===== src/rtl/core/aksd_pkg.sv =====
// Package: shared types, character constants and key lookup functions of the key decoder.
package aksd_pkg;

	typedef enum logic [1:0] {
		PH_IDLE  = 2'd0,
		PH_ESC   = 2'd1,
		PH_CSI   = 2'd2,
		PH_DIGIT = 2'd3
	} phase_t;

	typedef enum logic [1:0] {
		KIND_RAW  = 2'd0,
		KIND_KEY  = 2'd1,
		KIND_NONE = 2'd2
	} kind_t;

	localparam logic [7:0] CH_ESC      = 8'h1B;
	localparam logic [7:0] CH_LBRACKET = 8'h5B;
	localparam logic [7:0] CH_TILDE    = 8'h7E;
	localparam logic [7:0] CH_UP       = 8'h41;
	localparam logic [7:0] CH_DOWN     = 8'h42;
	localparam logic [7:0] CH_RIGHT    = 8'h43;
	localparam logic [7:0] CH_LEFT     = 8'h44;
	localparam logic [7:0] CH_HOME     = 8'h48;
	localparam logic [7:0] CH_END      = 8'h46;
	localparam logic [7:0] CH_ZERO     = 8'h30;
	localparam logic [7:0] CH_NINE     = 8'h39;
	localparam logic [7:0] CH_ONE      = 8'h31;
	localparam logic [7:0] CH_THREE    = 8'h33;
	localparam logic [7:0] CH_FOUR     = 8'h34;
	localparam logic [7:0] CH_FIVE     = 8'h35;
	localparam logic [7:0] CH_SIX      = 8'h36;

	localparam logic [7:0] KEY_UP         = 8'd0;
	localparam logic [7:0] KEY_ARROW_DN   = 8'd1;
	localparam logic [7:0] KEY_ARROW_RT   = 8'd2;
	localparam logic [7:0] KEY_ARROW_LT   = 8'd3;
	localparam logic [7:0] KEY_LINE_START = 8'd4;
	localparam logic [7:0] KEY_END        = 8'd5;
	localparam logic [7:0] KEY_DELETE     = 8'd6;
	localparam logic [7:0] KEY_PGUP       = 8'd7;
	localparam logic [7:0] KEY_PGDN       = 8'd8;

	// Lookup result: hit flag and key code.
	typedef struct packed {
		logic       hit;
		logic [7:0] code;
	} key_lut_t;

	// Parser state carried between requests.
	typedef struct packed {
		phase_t     phase;
		logic [7:0] held_digit;
	} parse_state_t;

	// Outcome of decoding one request.
	typedef struct packed {
		logic       emit;
		kind_t      kind;
		logic [7:0] code;
	} decode_res_t;

	// Final byte of ESC [ x.
	function automatic key_lut_t letter_key(input logic [7:0] b);
		key_lut_t r;
		r.hit = 1'b1;
		unique case (b)
			CH_UP:    r.code = KEY_UP;
			CH_DOWN:  r.code = KEY_ARROW_DN;
			CH_RIGHT: r.code = KEY_ARROW_RT;
			CH_LEFT:  r.code = KEY_ARROW_LT;
			CH_HOME:  r.code = KEY_LINE_START;
			CH_END:   r.code = KEY_END;
			default: begin
				r.hit  = 1'b0;
				r.code = KEY_UP;
			end
		endcase
		return r;
	endfunction

	// Digit of ESC [ d ~.
	function automatic key_lut_t digit_key(input logic [7:0] d);
		key_lut_t r;
		r.hit = 1'b1;
		unique case (d)
			CH_ONE:   r.code = KEY_LINE_START;
			CH_THREE: r.code = KEY_DELETE;
			CH_FOUR:  r.code = KEY_END;
			CH_FIVE:  r.code = KEY_PGUP;
			CH_SIX:   r.code = KEY_PGDN;
			default: begin
				r.hit  = 1'b0;
				r.code = KEY_UP;
			end
		endcase
		return r;
	endfunction

endpackage


===== src/rtl/core/aksd_if.sv =====
// Interfaces: byte request channel and key result channel.
interface aksd_in_if;
	logic       valid;
	logic       ready;
	logic [7:0] in_byte;
	logic       no_data;

	modport source (output valid, output in_byte, output no_data, input ready);
	modport sink (input valid, input in_byte, input no_data, output ready);
endinterface

interface aksd_out_if;
	logic       valid;
	logic       ready;
	logic [1:0] result_kind;
	logic [7:0] result_code;

	modport source (output valid, output result_kind, output result_code, input ready);
	modport sink (input valid, input result_kind, input result_code, output ready);
endinterface


===== src/rtl/core/aksd_decode.sv =====
// Decode step: next parser state and optional result for one request.
module aksd_decode (
	input  aksd_pkg::parse_state_t cur,
	input  logic                   keypad_enable,
	input  logic [7:0]             in_byte,
	input  logic                   no_data,
	output aksd_pkg::parse_state_t nxt,
	output aksd_pkg::decode_res_t  res
);

	aksd_pkg::key_lut_t letter;
	aksd_pkg::key_lut_t digit;
	logic               is_digit;

	assign letter   = aksd_pkg::letter_key(in_byte);
	assign digit    = aksd_pkg::digit_key(cur.held_digit);
	assign is_digit = (in_byte >= aksd_pkg::CH_ZERO) && (in_byte <= aksd_pkg::CH_NINE);

	always_comb begin
		nxt      = cur;
		res.emit = 1'b1;
		res.kind = aksd_pkg::KIND_RAW;
		res.code = aksd_pkg::CH_ESC;
		unique case (cur.phase)
			aksd_pkg::PH_IDLE: begin
				if (no_data) begin
					res.kind = aksd_pkg::KIND_NONE;
					res.code = 8'd0;
				end else if (in_byte != aksd_pkg::CH_ESC || !keypad_enable) begin
					res.code = in_byte;
				end else begin
					res.emit  = 1'b0;
					nxt.phase = aksd_pkg::PH_ESC;
				end
			end
			aksd_pkg::PH_ESC: begin
				nxt.phase = aksd_pkg::PH_IDLE;
				if (!no_data && in_byte == aksd_pkg::CH_LBRACKET) begin
					res.emit  = 1'b0;
					nxt.phase = aksd_pkg::PH_CSI;
				end
			end
			aksd_pkg::PH_CSI: begin
				nxt.phase = aksd_pkg::PH_IDLE;
				if (!no_data) begin
					if (letter.hit) begin
						res.kind = aksd_pkg::KIND_KEY;
						res.code = letter.code;
					end else if (is_digit) begin
						res.emit       = 1'b0;
						nxt.phase      = aksd_pkg::PH_DIGIT;
						nxt.held_digit = in_byte;
					end
				end
			end
			aksd_pkg::PH_DIGIT: begin
				nxt.phase = aksd_pkg::PH_IDLE;
				if (!no_data && in_byte == aksd_pkg::CH_TILDE && digit.hit) begin
					res.kind = aksd_pkg::KIND_KEY;
					res.code = digit.code;
				end
			end
			default: begin
				nxt.phase = aksd_pkg::PH_IDLE;
			end
		endcase
	end

endmodule


===== src/rtl/core/ansi_key_sequence_decoder.sv =====
// Top level: ANSI keypad sequence decoder with input and result registers.
//
// Takes terminal bytes (or no-data events) on byte_chan and returns keys on key_chan.
// With keypad_enable set, ESC [ A/B/C/D/H/F and ESC [ 1/3/4/5/6 ~ become special
// keys (kind 1); other bytes pass as raw (kind 0); a broken or unknown sequence
// yields a raw ESC and the breaking byte is lost; no data while idle gives kind 2.
// One request is taken every cycle while the result slot is free or being read out.
// The request lands in the input register at acceptance, and the single decode
// pass writes the result register when the request moves on, where it shows
// on key_chan. The input is held off only while a result waits with key_chan.ready
// low. A request that opens or continues a sequence yields no result. keypad_enable
// is written through cfg_we/cfg_wdata, by the user only while the block is idle;
// the block does not enforce this. It is only looked at when no sequence is in progress.
module ansi_key_sequence_decoder (
	input  logic              clk,
	input  logic              arst_n,
	input  logic              cfg_we,
	input  logic              cfg_wdata,
	aksd_in_if.sink           byte_chan,
	aksd_out_if.source        key_chan
);

	// keypad enable register
	logic                   keypad_enable_q;

	// input register
	logic                   valid_s1;
	logic [7:0]             byte_s1;
	logic                   no_data_s1;

	// parser state and result register
	aksd_pkg::parse_state_t state_q;
	aksd_pkg::parse_state_t state_nxt;
	aksd_pkg::decode_res_t  dec;
	logic                   out_valid_q;
	aksd_pkg::kind_t        out_kind_q;
	logic [7:0]             out_code_q;

	logic                   advance;

	// s1 moves on when the result slot is free or being emptied this cycle
	assign advance         = valid_s1 && (!out_valid_q || key_chan.ready);
	assign byte_chan.ready = !valid_s1 || advance;

	always_ff @(posedge clk or negedge arst_n) begin
		if (!arst_n) begin
			keypad_enable_q <= 1'b0;
		end else if (cfg_we) begin
			keypad_enable_q <= cfg_wdata;
		end
	end

	always_ff @(posedge clk or negedge arst_n) begin
		if (!arst_n) begin
			valid_s1 <= 1'b0;
		end else if (byte_chan.ready) begin
			valid_s1 <= byte_chan.valid;
		end
	end

	always_ff @(posedge clk) begin
		if (byte_chan.ready && byte_chan.valid) begin
			byte_s1    <= byte_chan.in_byte;
			no_data_s1 <= byte_chan.no_data;
		end
	end

	aksd_decode u_decode (
		.cur           (state_q),
		.keypad_enable (keypad_enable_q),
		.in_byte       (byte_s1),
		.no_data       (no_data_s1),
		.nxt           (state_nxt),
		.res           (dec)
	);

	always_ff @(posedge clk or negedge arst_n) begin
		if (!arst_n) begin
			state_q.phase      <= aksd_pkg::PH_IDLE;
			state_q.held_digit <= 8'd0;
		end else if (advance) begin
			state_q <= state_nxt;
		end
	end

	always_ff @(posedge clk or negedge arst_n) begin
		if (!arst_n) begin
			out_valid_q <= 1'b0;
		end else if (advance) begin
			out_valid_q <= dec.emit;
		end else if (key_chan.ready) begin
			out_valid_q <= 1'b0;
		end
	end

	always_ff @(posedge clk) begin
		if (advance && dec.emit) begin
			out_kind_q <= dec.kind;
			out_code_q <= dec.code;
		end
	end

	assign key_chan.valid       = out_valid_q;
	assign key_chan.result_kind = out_kind_q;
	assign key_chan.result_code = out_code_q;

`ifndef SYNTHESIS
	// no data inside a sequence aborts it with a raw ESC
	a_abort_esc: assert property (@(posedge clk) disable iff (!arst_n)
		advance && no_data_s1 && state_q.phase != aksd_pkg::PH_IDLE
		|=> out_valid_q && out_kind_q == aksd_pkg::KIND_RAW
			&& out_code_q == aksd_pkg::CH_ESC && state_q.phase == aksd_pkg::PH_IDLE)
		else $error("sequence not aborted on no-data request");

	// a held digit is always an ASCII digit
	a_digit_held: assert property (@(posedge clk) disable iff (!arst_n)
		state_q.phase == aksd_pkg::PH_DIGIT
		|-> state_q.held_digit >= aksd_pkg::CH_ZERO
			&& state_q.held_digit <= aksd_pkg::CH_NINE)
		else $error("digit phase without a digit held");

	// input is only back-pressured by a stalled full result slot
	a_stall_cause: assert property (@(posedge clk) disable iff (!arst_n)
		!byte_chan.ready |-> valid_s1 && out_valid_q && !key_chan.ready)
		else $error("input stalled without cause");

	// a no-input result carries code zero
	a_none_code: assert property (@(posedge clk) disable iff (!arst_n)
		out_valid_q && out_kind_q == aksd_pkg::KIND_NONE |-> out_code_q == 8'd0)
		else $error("no-input result with non-zero code");
`endif

endmodule


===== src/flat_wrapper.sv =====
// flat-port wrapper written by rule: the top's interface ports become plain ports
module ansi_key_sequence_decoder_flat 
  (clk, arst_n, cfg_we, cfg_wdata, byte_chan_valid, byte_chan_in_byte, byte_chan_no_data, byte_chan_ready, key_chan_valid, key_chan_result_kind, key_chan_result_code, key_chan_ready);
  aksd_in_if byte_chan_i ();
  aksd_out_if key_chan_i ();
  input  logic clk;
  input  logic arst_n;
  input  logic cfg_we;
  input  logic cfg_wdata;
  input wire logic [$bits(byte_chan_i.valid)-1:0] byte_chan_valid;
  input wire logic [$bits(byte_chan_i.in_byte)-1:0] byte_chan_in_byte;
  input wire logic [$bits(byte_chan_i.no_data)-1:0] byte_chan_no_data;
  output wire logic [$bits(byte_chan_i.ready)-1:0] byte_chan_ready;
  output wire logic [$bits(key_chan_i.valid)-1:0] key_chan_valid;
  output wire logic [$bits(key_chan_i.result_kind)-1:0] key_chan_result_kind;
  output wire logic [$bits(key_chan_i.result_code)-1:0] key_chan_result_code;
  input wire logic [$bits(key_chan_i.ready)-1:0] key_chan_ready;
  assign byte_chan_i.valid = byte_chan_valid;
  assign byte_chan_i.in_byte = byte_chan_in_byte;
  assign byte_chan_i.no_data = byte_chan_no_data;
  assign byte_chan_ready = byte_chan_i.ready;
  assign key_chan_valid = key_chan_i.valid;
  assign key_chan_result_kind = key_chan_i.result_kind;
  assign key_chan_result_code = key_chan_i.result_code;
  assign key_chan_i.ready = key_chan_ready;
  ansi_key_sequence_decoder u_core (.clk(clk), .arst_n(arst_n), .cfg_we(cfg_we), .cfg_wdata(cfg_wdata), .byte_chan(byte_chan_i), .key_chan(key_chan_i));
endmodule

===== config.mk =====
export PLATFORM = sky130hd
export DESIGN_NAME = ansi_key_sequence_decoder_flat
export DESIGN_NICKNAME = d
export VERILOG_FILES = /design/src/rtl/core/aksd_pkg.sv /design/src/rtl/core/aksd_if.sv /design/src/rtl/core/aksd_decode.sv /design/src/rtl/core/ansi_key_sequence_decoder.sv /design/src/flat_wrapper.sv
export SDC_FILE = /design/constraint.sdc
export NUM_CORES = 1
export LEC_CHECK = 0
export ABC_AREA = 1
export BUFFER_PORTS_ARGS = -buffer_cell sky130_fd_sc_hd__buf_2
export CAP_MARGIN = 0
export CORE_MARGIN = 5
export CORE_UTILIZATION = 50
export CTS_BUF_LIST = sky130_fd_sc_hd__clkbuf_16
export DETAILED_ROUTE_END_ITERATION = 8
export GPL_TIMING_DRIVEN = 1
export MAX_ROUTING_LAYER = met4
export PLACE_DENSITY = 0.83
export REMOVE_ABC_BUFFERS = 1
export SLEW_MARGIN = 10
export SYNTH_ARGS = -nofsm -noshare
export SYNTH_HDL_FRONTEND = slang
export SYNTH_HIERARCHICAL = 1
export SYNTH_SLANG_ARGS = --single-unit

===== constraint.sdc =====
create_clock -name clk -period 3.46 [get_ports clk]
set_clock_uncertainty 0.15 [all_clocks]
set_input_delay 0.173 -clock clk [delete_from_list [all_inputs] [get_ports clk]]
set_output_delay 0.173 -clock clk [all_outputs]
set_load 0.02 [all_outputs]

==> reports/metrics.cfg, run 1 <==
[final_layout]
fillers=304
utilization=0.648
drive_gt1_frac=0.238
area_growth_pct=24.3
antenna_cells=0
seq_area_um2=896
fin_area_um2=2180
layout.nets=275
multi_input_area_um2=706

[detailed_routing]
drt_iter0_drc=127
via_per_inst=4.96
wl_um=3770
drc=0
dr.pass1.iters=4
drtAntennaViolNets=0
wl_per_cell_um=12.3
vias=1524

[clock_network]
cts_buffers=5
clkSlewWorstSetupHoldPaths_ns=0.05
post_cts_resized=0
cts_setup_buffers=0
clock_latency_ns=0.27
cts_root_buffer=clkbuf_16
cts_max_path_buffers=2
cts_tree=done
clkSinkCount=32
cts_max_level=2

[status]
status=finished clean

[die]
core_area_um2=3360
die_x_um=69.2
die_area_um2=4790
ios=27
start_util=0.521
row_count=21
die_y_um=69.2

[sta]
tightest_slew_ns=0.479
hold_violations=0
min_period_ns=2.12
drv_slew=0
finalCritPeriodShare=0.612
setup_tns_ns=0
fmax_mhz=473
rsz0062_at_grt=false
setup_viol=0
relSlewSlack=0.681
hold-worst-slack_ns=0.0842

[place]
place.gp.congestion=0.957
hpwl_um=2550
placed_area_um2=1910
place.port_buffers=26

[critical_path]
crit_fanout=15
worstPathArrival_ns=1.88
crit_path_start_kind=register
cp.required_ns=3.23
crit_type=reg -> reg
worstSetupEndpointType=register

[worst_hold_path]
min_path_type=in -> reg

[power]
clkPwrFrac=0.414
seq_power_share=0.465
switchingPower_uw=241
combPwrFrac=0.121
leakagePower_uw=0.00105
switching_share=0.246
internal-power_uw=737
power.density_nw_per_um2=449
ir_worst_vdd_uv=315

[synthesis]
synth_area_um2=1750
synth_top_area_frac=0.325
ys.warnings.count=6
syn_area_per_cell_um2=8.04
synth-seq-cells=32
synth_cells=218
synthTopCellsByArea=edfxtp_1 33%, dfrtp_1 19%, nand2_1 13%
post-synth-top-area-cell=edfxtp_1
seq_area_frac_synth=0.511
synth.distinct_cells=24

[global_route]
track_usage=0.174
grt_pass1_wl_um=6470
grt_overflow=0
grt_max_degree=16
antenna_found_initial=0
use_met3=0.0594
grt_util_met1=0.196
grt_pass1_vias=1433
busiest_layer=met2
grtUsageMet2=0.283

[flow_run]
cap_violations=0

layer usage:
layer  wire, um  up-vias
li1           -      788
met3        260        7
met5          0        -
met1       1570      678
met4         63        0
met2       1870       51
layout make-up:
type / count / area share
repair buffers: 39 / 0.119
clock buffers: 5 / 0.0574
flip-flops and latches: 32 / 0.411
multi-input cells: 150 / 0.324
well taps: 46 / 0.0264
clock inverters: 3 / 0.00632
inverters: 32 / 0.0551
sequential cells by signal, summed over array words and instances, names as in the netlist:
signal                       count
u_core/state_q                  10
u_core/byte_s1                   8
u_core/valid_s1                  1
u_core/keypad_enable_q           1
u_core/key_chan.result_kind      2
u_core/key_chan.valid            1
u_core/key_chan.result_code      8
u_core/no_data_s1                1
critical path, stage by stage, from the launching register on:
cell     delay [ns]
dfrtp_1        0.42
inv_1          0.18
nor2_4         0.08
nand4_2        0.26
nand2_1        0.10
o21ai_1        0.10
inv_1          0.08
nor2_2         0.40
logic make-up (layout without fill, tap and decap cells):
logic type / after synthesis / after routing / share of synthesized area
and+or+nand+nor: 129 / 129 / 0.339
DFF: 32 / 32 / 0.511
buffers and inverters: 36 / 79 / 0.0864
AOI/OAI and AO/OA: 21 / 21 / 0.0635
through the flow:
stage                     worst slack (ns)  power (uW)  std cells
after floorplan                       1.65         527        214
after global placement                1.48         565        286
after detailed placement              1.41         567        286
after CTS                             1.37         983        307
after global routing                  1.27        1030        307
final                                 1.34         978        307
cells in the mapped netlist:
cell and number:
nand2_1 62, nand3_1 24, inv_1 22, edfxtp_1 19, nor2_1 19, dfrtp_1 13
nand2_2 11, o21ai_1 11, inv_2 10, a21oi_1 4, nand4_1 4, nor2_2 4
o21ai_0 3, buf_4 2, buf_2 1, buf_6 1, nand4_2 1, nor2_4 1
nor3_1 1, nor3_2 1, nor4_2 1, o211ai_1 1, o21a_1 1, o22ai_1 1
what timing repair did:
item	4_1_cts	5_1_grt
hold buffers	13	0
endpoints found under the setup margin	0	0
endpoints found under the hold margin	24	0
worst paths after layout:
check	endpoint	slack, ns	cells past startpoint	from
setup / recovery	u_core/key_chan.result_code[2]$_DFFE_PP_	1.34	7	u_core/state_q[9]$_DFFE_PN0P_
min in group asynchronous	u_core/state_q[7]$_DFFE_PN0P_	0.16	2	arst_n
hold reg to reg	u_core/state_q[7]$_DFFE_PN0P_	0.34	2	u_core/state_q[7]$_DFFE_PN0P_
hold / removal	u_core/valid_s1$_DFFE_PN0P_	0.08	4	key_chan_ready
max in group asynchronous	u_core/state_q[8]$_DFFE_PN0P_	2.79	2	arst_n
setup reg to reg	u_core/key_chan.result_code[2]$_DFFE_PP_	1.34	7	u_core/state_q[9]$_DFFE_PN0P_
power by group through the flow:
stage                     clock network (uW)  logic (uW)  registers [uW]
final                                    405         119             455
after floorplan                            0        49.9             477
after detailed placement                   0         106             461
after global routing                     437         131             457
after global placement                     0         105             460
after CTS                                411         118             455
cell usage in the layout (no fill, tap or decap), types with 5 or more instances in the layout:
cell / instances
dfrtp_1: 13
nand2_2: 11
o21ai_1: 11
nand3_1: 24
dlygate4sd3_1: 13
nor2_1: 19
buf_2: 26
inv_2: 10
clkbuf_16: 5
inv_1: 22
edfxtp_1: 19
nand2_1: 62
No activity file was read; power rests on OpenSTA's default activity.
==> inputs of run 2 (changes only) <==
==> constraint.sdc (replaced) <==
create_clock -name clk -period 2.13 [get_ports clk]
set_clock_uncertainty 0.15 [all_clocks]
set_input_delay 0.1065 -clock clk [delete_from_list [all_inputs] [get_ports clk]]
set_output_delay 0.1065 -clock clk [all_outputs]
set_load 0.02 [all_outputs]
==> run 2 against run 1 <==
Hold slack better by 0.012 ns. Combinational power is 81% higher. Non-clock buffer count increased by 4. Maximum frequency grew 14%. Sequential cell count unchanged. Register-to-register slack got worse by 1.1 ns. Power is 64% higher. Critical path type unchanged. First-iteration DRC count fell by 7.1%. Core utilization grew 1.1 points. Sequential power rose by 61%. Sequential share of layout area down 0.70 points. Setup slack worse by 1.1 ns.
==> reports/metrics.cfg, run 2 (synthesized netlist as in run 1, its figures left out) <==
[final_layout]
antenna_cells=0
regMostFlops=u_core/state_q
drive_gt1_frac=0.245
largest_reg_flops=10
area_growth_pct=26.4
final_cell_mix=62 x nand2_1, 26 x buf_2, 24 x nand3_1
final_common_cell=nand2_1
layout.nets=279

[place]
place.port_buffers=26
place.gp.congestion=0.965
hpwl_um=2750

[critical_path]
crit_type=reg -> reg
crit_fanout=10
slowest_delay_ns=0.49
worstPathArrival_ns=1.66
crit_path_start_kind=register
critPathSlowestCell=edfxtp_1
worstPathCellList=nand2_1 > nor2_1 > nand4_1 > a21oi_1 > o21ai_1 > inv_1 > nor2_4
cp.required_ns=1.93
crit_buf_inv=1
crit_family=simple AND/OR/NAND/NOR gates
worstSetupEndpointType=register

[power]
combPwrFrac=0.133
seq_power_share=0.455
ir_worst_vdd_uv=642
power.density_nw_per_um2=726
internal-power_uw=1210
finalPower_uw=1610
switching_share=0.249
clkPwrFrac=0.411
switchingPower_uw=400
leakagePower_uw=0.00106

[flow_run]
cap_violations=0

[global_route]
grt_pass1_wl_um=7030
track_usage=0.191
grt_pass1_vias=1563
grt_overflow=0
antenna_found_initial=0
grt_max_degree=15

[die]
start_util=0.521
die_x_um=69.2
ios=27
die_y_um=69.2
die_area_um2=4790
core_area_um2=3360
row_count=21

[sta]
relSlewSlack=0.726
fmax_mhz=539
finalCritPeriodShare=0.872
min_period_ns=1.86
setup_tns_ns=0
drv_slew=0
rsz0062_at_grt=false
hold_violations=0
setup_viol=0
tightest_slew_ns=0.409
hold-worst-slack_ns=0.0964

[status]
status=finished clean

[clock_network]
cts_tree=done
cts_max_path_buffers=2
cts_setup_buffers=0
cts_max_level=2
cts_buffers=5
cts_root_buffer=clkbuf_16
clock_latency_ns=0.28
clkSinkCount=32
clkSlewWorstSetupHoldPaths_ns=0.05

[detailed_routing]
routed-wl-met2_um=1980
wl_per_cell_um=13.0
drc=0
dr_wl_met3_um=254
drtAntennaViolNets=0
wl_met1_um=1710
via_per_inst=5.08
top_layer=met4
drt_iter0_drc=118
dr.pass1.iters=4
vias=1579
wl_um=4040

[worst_hold_path]
min_path_type=in -> async

==> run 2: changes by cell type in the layout (fill, tap and decap cells not counted) <==
| cell | delta |
|---|---|
| nor2_4 | +1 |
| buf_4 | +3 |
| dlygate4sd3_1 | +1 |
| nor2_2 | -1 |
==> run 2: final cells by class <==
class | count | area, um2
Tap cell | 46 | 57.6
Clock buffer | 5 | 125
Clock inverter | 3 | 13.8
Timing Repair Buffer | 43 | 293
Fill cell | 303 | 1150
Sequential cell | 32 | 896
Multi-Input combinational cell | 150 | 711
Inverter | 32 | 120
==> run 2: timing repair <==
| item | in CTS | in global routing |
|---|---|---|
| setup endpoints to repair | 0 | 10 |
| endpoints found under the hold margin | 24 | 0 |
| hold buffers | 14 | 0 |
| gates resized for setup | 0 | 1 |
==> run 2: through the flow <==
step           worst slack (ns)  std cells  instance area [um2]   util
3_3_place_gp              0.202        289                 1930  0.574
3_5_place_dp              0.170        289                 1930  0.574
5_1_grt                   0.156        311                 2220  0.659
6_report                  0.273        311                 2220  0.659
4_1_cts                   0.148        311                 2210  0.657
2_1_floorplan             0.322        214                 1720      -
==> run 2: path summary, 6_finish.rpt <==
kind	startpoint	endpoint	slack [ns]	depth (start not counted)
max in group asynchronous	arst_n	u_core/state_q[5]$_DFFE_PN0P_	1.50	2
min in group clk	key_chan_ready	u_core/state_q[1]$_DFFE_PN0P_	0.16	5
hold / removal	arst_n	u_core/state_q[9]$_DFFE_PN0P_	0.1	2
setup / recovery	u_core/byte_s1[3]$_DFFE_PP_	u_core/key_chan.result_code[2]$_DFFE_PP_	0.27	7
setup reg to reg	u_core/byte_s1[3]$_DFFE_PP_	u_core/key_chan.result_code[2]$_DFFE_PP_	0.27	7
hold reg to reg	u_core/state_q[6]$_DFFE_PN0P_	u_core/state_q[6]$_DFFE_PN0P_	0.34	2
==> run 2: worst reg2reg max path, cell delays in order (launching register included) <==
cell	delay (ns)
edfxtp_1	0.49
nand2_1	0.13
nor2_1	0.06
nand4_1	0.11
a21oi_1	0.08
o21ai_1	0.13
inv_1	0.09
nor2_4	0.28
==> run 2: routing by layer <==
metal / GRT usage / up-vias
li1: - / 798
met1: 0.210 / 718
met2: 0.319 / 53
met3: 0.0536 / 10
met4: 0.0868 / 0
met5: - / -
==> run 2: power by group through the flow <==
stage	Clock [uW]	Combinational [uW]	Sequential [uW]
2_1_floorplan	0	81.1	775
3_3_place_gp	0	186	741
3_5_place_dp	0	187	742
4_1_cts	674	211	732
5_1_grt	712	236	736
6_report	662	215	732
==> inputs of run 3 (changes only) <==
--- a/config.mk
+++ b/config.mk
@@ -13,7 +13,6 @@
 export CTS_BUF_LIST = sky130_fd_sc_hd__clkbuf_16
 export DETAILED_ROUTE_END_ITERATION = 8
 export GPL_TIMING_DRIVEN = 1
-export MAX_ROUTING_LAYER = met4
 export PLACE_DENSITY = 0.83
 export REMOVE_ABC_BUFFERS = 1
 export SLEW_MARGIN = 10
==> run 3 against run 2 <==
Critical path depth unchanged. Non-clock buffer count down 1. Sequential cell count unchanged. Count of clock-buffer cells in the layout unchanged. First-iteration DRC count down 39%. Combinational power down 4%. Maximum frequency up 1.9%. Via count down 2.5%. Final area down 0.57%. Hold slack worse by 0.084 ns. Highest routed layer unchanged.
==> reports/metrics.cfg, run 3 (synthesized netlist as in run 1, its figures left out) <==
[final_layout]
largest_reg_flops=10
antenna_cells=0
fillers=293
seq_area_um2=896
final_cell_mix=62 x nand2_1, 26 x buf_2, 24 x inv_1, 24 x nand3_1
final_common_cell=nand2_1
layout.nets=278
area_growth_pct=25.7
drive_gt1_frac=0.239
multi_input_area_um2=711
instances_no_fill=310
regMostFlops=u_core/state_q

[critical_path]
worstSetupEndpointType=register
worstPathArrival_ns=1.62
crit_fanout=10
crit_path_start_kind=register
crit_type=reg -> reg
cp.required_ns=1.92

[clock_network]
cts_root_buffer=clkbuf_16
cts_max_level=2
cts_tree=done
cts_buffers=5
cts_max_path_buffers=2
clkSinkCount=32
clkSlewWorstSetupHoldPaths_ns=0.05
clock_latency_ns=0.27

[detailed_routing]
wl_met1_um=1590
wl_um=3770
via_per_inst=4.97
top_layer=met4
drt_iter0_drc=72
vias=1540
drtAntennaViolNets=0
wl_per_cell_um=12.1
dr.pass1.iters=4
dr_wl_met3_um=307
routed-wl-met2_um=1810
drc=0

[sta]
min_period_ns=1.82
finalCritPeriodShare=0.855
rsz0062_at_grt=false
fin_ws_ns=0.308
tightest_slew_ns=0.383
relSlewSlack=0.743
hold_violations=0
drv_slew=0
setup_tns_ns=0
hold-worst-slack_ns=0.0119
setup_viol=0
fmax_mhz=549

[die]
die_y_um=69.2
start_util=0.521
die_x_um=69.2
row_count=21
die_area_um2=4790
ios=27
core_area_um2=3360

[place]
place.gp.congestion=0.902
placed_cells=289
hpwl_um=2620
post-place-ws_ns=0.160
place.port_buffers=26

[global_route]
grt_overflow=0
grt_max_degree=15
track_usage=0.165
antenna_found_initial=0
grt_pass1_vias=1421
grt_pass1_wl_um=6310

[power]
ir_worst_vdd_uv=641
leakagePower_uw=0.00106
finalPower_uw=1580
power.density_nw_per_um2=719

[flow_run]
cap_violations=0

[status]
status=finished clean

[worst_hold_path]
min_path_type=in -> reg

==> run 3: changes by cell type in the layout (fill, tap and decap cells not counted), sizes merged <==
cell / delta
clkinv: -2
inv: +2
dlygate4sd3: -1
==> run 3: worst paths after layout <==
kind | from | to | slack, ns | cells past startpoint
max | u_core/byte_s1[3]$_DFFE_PP_ | u_core/key_chan.result_code[7]$_DFFE_PP_ | 0.31 | 7
min | key_chan_ready | u_core/valid_s1$_DFFE_PN0P_ | 0.01 | 4
max reg2reg | u_core/byte_s1[3]$_DFFE_PP_ | u_core/key_chan.result_code[7]$_DFFE_PP_ | 0.31 | 7
min reg2reg | u_core/state_q[7]$_DFFE_PN0P_ | u_core/state_q[7]$_DFFE_PN0P_ | 0.34 | 2
max in group asynchronous | arst_n | u_core/state_q[3]$_DFFE_PN0P_ | 1.48 | 2
min in group asynchronous | arst_n | u_core/key_chan.valid$_DFFE_PN0P_ | 0.13 | 2
==> run 3: timing repair <==
action                                  CTS  global route
endpoints found under the setup margin    0            10
buffers inserted                          0             0
hold endpoints to repair                 24             0
hold buffers                             13             0
resized for setup                         0             1
==> run 3: where the power goes <==
group,switching (uW),internal [uW]
Clock,224,418
Combinational,132,73.3
Sequential,26.5,709
==> run 3: per-layer routing <==
layer / vias to the layer above / global-route usage
li1: 798 / -
met1: 677 / 0.203
met2: 58 / 0.269
met3: 7 / 0.0580
met4: 0 / 0.0521
met5: - / 0
==> run 3: area by class of cell <==
class | instances | area share
flip-flops and latches | 32 | 0.407
multi-input cells | 150 | 0.323
repair buffers | 42 | 0.128
clock buffers | 5 | 0.0568
inverters | 32 | 0.0545
clock inverters | 3 | 0.00511
well taps | 46 | 0.0261
==> run 3: critical path, stage by stage, from the launching register on <==
cell,delay (ns)
edfxtp_1,0.48
nand2_1,0.14
nor2_1,0.06
nand4_1,0.10
a21oi_1,0.08
o21ai_1,0.12
inv_1,0.08
nor2_4,0.28
==> run 3: metrics by stage <==
stage                util  area [um2]
global route        0.655        2200
floorplan               -        1720
detailed placement  0.574        1930
finish              0.655        2200
global placement    0.574        1930
CTS                 0.654        2200
